==> src/rtl/motion_baseline_detector_unit_assert.svh <==
// ---------------------------------------------------------------------------
// motion baseline detector assertion macros
// property shorthands sampled on clk, disabled while arst_n is low
// ---------------------------------------------------------------------------
`ifndef MOTION_BASELINE_DETECTOR_UNIT_ASSERT_SVH
`define MOTION_BASELINE_DETECTOR_UNIT_ASSERT_SVH

// same-cycle implication
`define MBD_ASSERT_IMP(label, ante, cons) \
	label: assert property (@(posedge clk) disable iff (!arst_n) (ante) |-> (cons)) \
		else $error("mbd assertion failed");

// next-cycle implication
`define MBD_ASSERT_NXT(label, ante, cons) \
	label: assert property (@(posedge clk) disable iff (!arst_n) (ante) |=> (cons)) \
		else $error("mbd assertion failed");

`endif

==> src/rtl/mbd_pkg.sv <==
// ---------------------------------------------------------------------------
// mbd_pkg
// widths, register codes, sequencer states and lane control for the
// motion baseline detector
// ---------------------------------------------------------------------------
package mbd_pkg;

	localparam int SAMPLE_BITS  = 14;
	localparam int FRAC_BITS    = 16;
	localparam int BASE_BITS    = SAMPLE_BITS + FRAC_BITS;
	localparam int WEIGHT_BITS  = 16;
	localparam int CNT_BITS     = 8;
	localparam int PCT_BITS     = 7;
	localparam int NUM_AXES     = 3;
	localparam int MEAN_BITS    = BASE_BITS + CNT_BITS;
	localparam int PROD_BITS    = BASE_BITS + WEIGHT_BITS;
	localparam int DEV_BITS     = BASE_BITS + PCT_BITS;
	localparam int DIV_CNT_BITS = $clog2(BASE_BITS);
	localparam int CFG_IDX_BITS = 2;
	localparam int CFG_BITS     = 16;

	localparam logic [PROD_BITS:0]   WEIGHT_ROUND = (PROD_BITS + 1)'((1 << WEIGHT_BITS) - 1);
	localparam logic [PCT_BITS-1:0]  PCT_HUNDRED  = PCT_BITS'(100);

	localparam logic [CNT_BITS-1:0]    STAB_RESET   = CNT_BITS'(50);
	localparam logic [WEIGHT_BITS-1:0] WEIGHT_RESET = WEIGHT_BITS'(6554);
	localparam logic [PCT_BITS-1:0]    PCT_RESET    = PCT_BITS'(5);

	localparam logic [CFG_IDX_BITS-1:0] CFG_STAB   = CFG_IDX_BITS'(0);
	localparam logic [CFG_IDX_BITS-1:0] CFG_WEIGHT = CFG_IDX_BITS'(1);
	localparam logic [CFG_IDX_BITS-1:0] CFG_PCT    = CFG_IDX_BITS'(2);

	typedef enum logic [2:0] {
		ST_IDLE,
		ST_MUL,
		ST_DIV,
		ST_UPD,
		ST_DEVM,
		ST_DEVC
	} state_t;

	typedef struct packed {
		logic                load;
		logic                mul;
		logic                mean;
		logic                div;
		logic                upd;
		logic                devm;
		logic [CNT_BITS-1:0] n;
	} lane_ctrl_t;

endpackage

==> src/rtl/mbd_lane.sv <==
// ---------------------------------------------------------------------------
// mbd_lane
// one axis: baseline register, running-mean restoring divider, exponential
// average update and percent deviation test
// ---------------------------------------------------------------------------
module mbd_lane (
	input  logic                                clk,
	input  logic                                arst_n,
	input  mbd_pkg::lane_ctrl_t                 ctrl,
	input  logic [mbd_pkg::SAMPLE_BITS-1:0]     sample,
	input  logic [mbd_pkg::WEIGHT_BITS-1:0]     weight,
	input  logic [mbd_pkg::PCT_BITS-1:0]        pct,
	output logic                                dev
);

	logic [mbd_pkg::BASE_BITS-1:0]   b_q;
	logic [mbd_pkg::BASE_BITS-1:0]   s_q;
	logic                            ge_q;
	logic [mbd_pkg::PROD_BITS-1:0]   prod_q;
	logic [mbd_pkg::CNT_BITS-1:0]    rem_q;
	logic [mbd_pkg::BASE_BITS-1:0]   quo_q;
	logic [mbd_pkg::DEV_BITS-1:0]    dm_q;
	logic [mbd_pkg::DEV_BITS-1:0]    tb_q;

	logic                            ge;
	logic [mbd_pkg::BASE_BITS-1:0]   absdiff;
	logic [mbd_pkg::MEAN_BITS-1:0]   mean_num;
	logic [mbd_pkg::CNT_BITS-1:0]    divisor;
	logic [mbd_pkg::CNT_BITS:0]      trial;
	logic                            take;
	logic [mbd_pkg::PROD_BITS:0]     prod_r;
	logic [mbd_pkg::BASE_BITS-1:0]   inc;
	logic [mbd_pkg::BASE_BITS-1:0]   dec;
	logic [mbd_pkg::BASE_BITS-1:0]   ema_b;

	assign ge      = s_q >= b_q;
	assign absdiff = ge ? (s_q - b_q) : (b_q - s_q);

	// n < 255 whenever the mean path runs
	assign divisor  = ctrl.n + mbd_pkg::CNT_BITS'(1);
	assign mean_num = mbd_pkg::MEAN_BITS'(b_q) * mbd_pkg::MEAN_BITS'(ctrl.n)
		+ mbd_pkg::MEAN_BITS'(s_q);

	assign trial = {rem_q, quo_q[mbd_pkg::BASE_BITS-1]};
	assign take  = trial >= {1'b0, divisor};

	assign prod_r = {1'b0, prod_q} + mbd_pkg::WEIGHT_ROUND;
	assign inc    = prod_q[mbd_pkg::PROD_BITS-1:mbd_pkg::WEIGHT_BITS];
	assign dec    = prod_r[mbd_pkg::PROD_BITS-1:mbd_pkg::WEIGHT_BITS];
	assign ema_b  = ge_q ? (b_q + inc) : (b_q - dec);

	assign dev = dm_q > tb_q;

	always_ff @(posedge clk or negedge arst_n) begin
		if (!arst_n) begin
			b_q <= '0;
		end else if (ctrl.upd) begin
			b_q <= ctrl.mean ? quo_q : ema_b;
		end
	end

	always_ff @(posedge clk) begin
		if (ctrl.load) begin
			s_q <= {sample, {mbd_pkg::FRAC_BITS{1'b0}}};
		end
		if (ctrl.mul) begin
			ge_q <= ge;
			if (ctrl.mean) begin
				{rem_q, quo_q} <= mean_num;
			end else begin
				prod_q <= mbd_pkg::PROD_BITS'(absdiff) * mbd_pkg::PROD_BITS'(weight);
			end
		end
		if (ctrl.div) begin
			rem_q <= take ? mbd_pkg::CNT_BITS'(trial - {1'b0, divisor})
				: trial[mbd_pkg::CNT_BITS-1:0];
			quo_q <= {quo_q[mbd_pkg::BASE_BITS-2:0], take};
		end
		if (ctrl.devm) begin
			dm_q <= mbd_pkg::DEV_BITS'(absdiff) * mbd_pkg::DEV_BITS'(mbd_pkg::PCT_HUNDRED);
			tb_q <= mbd_pkg::DEV_BITS'(pct) * mbd_pkg::DEV_BITS'(b_q);
		end
	end

endmodule

==> config.mk <==
export PLATFORM = sky130hd
export DESIGN_NAME = mbd_lane
export DESIGN_NICKNAME = d
export VERILOG_FILES = /design/src/rtl/motion_baseline_detector_unit_assert.svh /design/src/rtl/mbd_pkg.sv /design/src/rtl/mbd_lane.sv
export SDC_FILE = /design/constraint.sdc
export NUM_CORES = 2
export LEC_CHECK = 0
export ABC_AREA = 1
export BUFFER_PORTS_ARGS = -buffer_cell sky130_fd_sc_hd__buf_2
export CAP_MARGIN = 10
export CORE_MARGIN = 8
export CORE_UTILIZATION = 70
export DETAILED_ROUTE_END_ITERATION = 6
export GPL_ROUTABILITY_DRIVEN = 0
export PLACE_DENSITY = 0.93
export SYNTH_ARGS = -nofsm -noshare
export SYNTH_HDL_FRONTEND = slang
export SYNTH_SLANG_ARGS = --single-unit
==> constraint.sdc <==
create_clock -name clk -period 14.8 [get_ports clk]
set_input_delay 2.96 -clock clk [delete_from_list [all_inputs] [get_ports clk]]
set_output_delay 2.96 -clock clk [all_outputs]
set_load 0.1 [all_outputs]
After elaboration in Yosys (flattened, before gate mapping)
Cells that the tools add are included.
Widths: inputs -> output; s select.
{"block": "totals", "inputBits": 53, "out_inout_bits": 1, "regBits": 201, "elab_cells": 38}
{"block": "op_classes", "reduce_logical": 4, "multipliers": 4, "order_cmp": 3, "n_mux": 10, "bitwise_logic": 1, "n_addsub": 8}
{"op": "$mux 30", "n": 6}
{"op": "$sub 30x30->30", "n": 3}
{"op": "$add 46x16->46 const B", "n": 1}
{"op": "$mul 30x16->46", "n": 1}
{"op": "$add 38x30->38", "n": 1}
{"op": "$mul 30x8->38", "n": 1}
{"op": "$gt 37x37->1", "n": 1}
{"op": "$mul 7x30->37", "n": 1}
{"op": "$mul 30x5->35 const B", "n": 1}
{"op": "$mux 8", "n": 4}
{"op": "$add 30x30->30", "n": 1}
{"op": "$ge 30x30->1", "n": 1}
{"op": "$ge 9x8->1", "n": 1}
{"op": "$add 8x1->8 const B", "n": 1}
{"op": "$sub 8x8->8", "n": 1}
{"op": "$reduce_and 2->1", "n": 2}
{"op": "$reduce_bool 2->1", "n": 2}
{"op": "$not 1->1", "n": 1}

Depth between registers and ports, before layout
{"block": "logic_depth", "ltp_word": 5, "mapped_depth": 41, "ltp_nobuf": 39}

Worst setup path after synthesis
Ideal clock, no wire load.
{"block": "synth_timing", "kind": "input-to-reg", "startpoint": "input weight[4] in the netlist's numbering", "endpoint": "register prod_q[42] in the netlist's numbering, data pin", "setup_ns": 0.265, "path_stages": 26, "required_ns": 14.535, "arrival_time_ns": 8.373, "n_path_buf": 2, "slack_ns": 6.162, "path_cell_list": "clkbuf_1 > inv_1 > clkbuf_1 > nor2_1 > fa_1 > inv_1 > fa_1 > fa_1 > inv_1 > fa_1 > fa_1 > inv_1 > fa_1 > inv_1 > ha_1 > nand2_1 > nor2_1 > inv_1 > o21ai_0 > nand2_1 > o211ai_1 > a21oi_1 > o21ai_0 > a21oi_1 > o21ai_0 > xor2_1"}
{"block": "synth_via", "elab_chain_len": 1}
{"element": "from (decl)", "line_no": "mbd_lane.sv:11", "text": "input logic [mbd_pkg::WEIGHT_BITS-1:0] weight,"}
{"element": "$mul 30x16->46", "line_no": "mbd_lane.sv:71", "text": "prod_q <= mbd_pkg::PROD_BITS'(absdiff) * mbd_pkg::PROD_BITS'(weight);"}
{"element": "to (signal assigned)", "line_no": "mbd_lane.sv:71"}
{"element": "to (decl)", "line_no": "mbd_lane.sv:19", "text": "logic [mbd_pkg::PROD_BITS-1:0] prod_q;"}
No other way between the ends.
A chain may end at the register's enable or synchronous reset.

Worst setup path after layout
{"block": "layout_timing", "startpoint": "register b_q[27] in the netlist's numbering", "endpoint": "register prod_q[42] in the netlist's numbering, data pin"}
{"block": "layout_via", "elab_chain_len": 3, "elab_cells_between_ends": 5, "cone_classes": "add/sub (2); mul (1); order compare (1); mux (1)"}
{"element": "from (decl)", "line_no": "mbd_lane.sv:16", "text": "logic [mbd_pkg::BASE_BITS-1:0] b_q;"}
{"element": "from (signal assigned)", "line_no": "mbd_lane.sv:58", "text": "b_q <= ctrl.mean ? quo_q : ema_b;"}
{"element": "$sub 30x30->30 / $ge 30x30->1 (equally long branches)", "line_no": "mbd_lane.sv:37, mbd_lane.sv:36"}
{"element": "$mux 30 *", "line_no": "mbd_lane.sv:37", "text": "assign absdiff = ge ? (s_q - b_q) : (b_q - s_q);"}
{"element": "$mul 30x16->46 *", "line_no": "mbd_lane.sv:71"}
Every way passes the cells marked *; elsewhere a longest branch is shown, timed or not.

==> impl_metrics.toml <==
[outcome]
status = "complete, but fails checks"
violations = "design-rule violations"

[setup_path]
critPathLaunch = "b_q[27]"
crit_top_cell = "inv_1"
worstSetupStartpointType = "register"
cp-end-kind = "register"
r2r-start = "b_q[27]"
cpPeakStageDelay_ps = 930
path_class = "register to register"
crit_slowest_cell = "dfrtp_1"
worst-path-buf-inv = 7
cp.depth = 29
reg2reg_slack_ps = 3810
crit_arrival_ps = 11310
cpLargestDelayFamily = "adder cells"
required_ps = 15130
reg2regPathDepth = 29
critPathMaxFanout = 36
rr_endpoint = "prod_q[42]"
endpoint = "prod_q[42]"

[synthesis]
yosysTopAreaCell = "fa_1"
synth_cells = 5995
yosys_warnings = 0
synth_ff_type = "edfxtp_1"
synth-seq-cells = 201
netlist.area_leader.share = 0.319
synthArstFlopShare = 0.149
synth_edf_count = 171
synth_nets = 7226
synth_cell_type_count = 60
ys_seq_area_frac = 0.127
syn_area_per_cell_um2 = 7.76
syn_area_um2 = 46500
yosys-top-cells-area = "fa_1, ha_1, edfxtp_1, nand2_1, inv_1"

[final_layout]
nFillCells = 4416
final_nets = 7113
stdcell_count = 6770
area_growth_pct = 3.26
layout-drive-gt1-share = 0.0385

[global_route]
grt_pass1_wl_um = 230000
grt_pass1_vias = 44684
grt_max_degree = 73
overflow = 0
antenna_found_initial = 8
track_usage = 0.390

[routing]
drt_iter0_markers = 6077
drtPass1Iterations = 7
drt-vias-per-instance = 6.28
drc = 276
ant_nets = 0
route.vias.total = 42536
postRouteWirelength_um = 144000
wl_per_cell_um = 21.3

[timing]
drv_slew = 0
fin_skew_ps = 52.2
hold_ws_ps = 549
tns_ps = 0
setup_viol = 0
layout_setup_ws_ps = 3810
finalCritPeriodShare = 0.742
relSlewSlack = 0.203
rsz0062_at_grt = "no"
hold_viol_final = 0
finalCriticalPeriod_ps = 10990
fmax_mhz = 91.0
worst_pin_slew_ps = 1190

[clock_tree]
cts.sinks = 201
clk_pin_slew_ps = 60
cts_tree = "done"
h-tree-depth = 1
clk_latency_ps = 630
cts_inserted_buffers = 26
cts_hold_buf = 0
clock_path_buffers = 3
root_buffer = "clkbuf_16"
ctsResizeCount = 0
post_cts_buffers = 0

[die]
core_region_area_um2 = 65700
die_h_um = 274
ios = 54
dieArea_um2 = 75000
die_w_um = 274
start_util = 0.707
rows = 94

[flow_run]
maxCapViolations = 0

[placed_design]
numPortBuffers = 53
dp_cells = 6718
hpwl_um = 108000
dp_slack_ps = 4640

[hold_path]
hold_path_class = "register to register"
-- registers in the layout, summed over array words and instances, names as in the netlist --
name and count:
prod_q 46, tb_q 37, dm_q 35, b_q 30
quo_q 30, s_q 14, rem_q 8, ge_q 1
-- area by class of cell --
| type | count | area [um^2] | area share |
|---|---|---|---|
| diodes | 5 | 12.5 | 0.000261 |
| repair buffers | 77 | 445 | 0.00927 |
| clock inverters | 17 | 178 | 0.00370 |
| flip-flops and latches | 201 | 5890 | 0.123 |
| inverters | 1326 | 4980 | 0.104 |
| multi-input cells | 4250 | 34800 | 0.724 |
| clock buffers | 30 | 687 | 0.0143 |
| well taps | 864 | 1080 | 0.0225 |
-- Yosys cell counts (44+ instances only) --
cell	n
nor2_1	497
clkbuf_1	169
nand4_1	44
a21oi_1	294
xnor2_1	67
ha_1	438
xor2_1	119
o21ai_0	243
inv_1	1299
nand3_1	140
nand2_1	1366
fa_1	740
edfxtp_1	171
-- worst min-delay path by stage --
stage / startpoint / to / slack [ps] / cells past startpoint
global route: quo_q[1] / quo_q[2] / 590 / 2
global placement: quo_q[4] / b_q[4] / 530 / 2
floorplan: quo_q[3] / b_q[3] / 500 / 2
CTS: quo_q[4] / b_q[4] / 550 / 2
finish: quo_q[4] / b_q[4] / 550 / 2
detailed placement: quo_q[4] / b_q[4] / 530 / 2
-- stage by stage --
| step | instance area [um^2] | util |
|---|---|---|
| global placement | 47200 | 0.717 |
| floorplan | 46500 | - |
| CTS | 48000 | 0.730 |
| global route | 48000 | 0.730 |
| finish | 48000 | 0.731 |
| detailed placement | 47200 | 0.717 |
-- cells in the final DEF, fill, tap and decap left out, types with 27 or more instances in the layout --
cell,count
nor3_1,31
fa_1,740
ha_1,438
nand4_1,44
xnor2_1,67
nand2_1,1366
dfrtp_1,30
nand3_1,140
a21oi_1,294
clkbuf_16,27
a31oi_1,28
xor2_1,119
nor2_1,496
inv_1,1299
o21ai_0,242
edfxtp_1,171
buf_2,53
-- cell families after synthesis --
kind of cell | synth area share
and+or+nand+nor | 0.194
buffers and inverters | 0.127
adders and majority gates | 0.436
AOI/OAI and AO/OA | 0.0814
DFF | 0.127
xor gates and xnor gates | 0.0354
-- worst min-delay path, stage by stage (launching register included) --
cell      delay, ps
edfxtp_1        350
o211ai_1         90
o21ai_0          70
-- layer usage --
| metal | up-vias | global-route usage | wire [um] |
|---|---|---|---|
| li1 | 18081 | - | - |
| met1 | 19775 | 0.450 | 46100 |
| met4 | 10 | 0.265 | 13100 |
| met2 | 3534 | 0.585 | 61700 |
| met5 | - | 0.0178 | 242 |
| met3 | 1136 | 0.164 | 22900 |
Power is not shown: default switching activity piles up to over one toggle a cycle in this logic, so the estimate is an artifact.
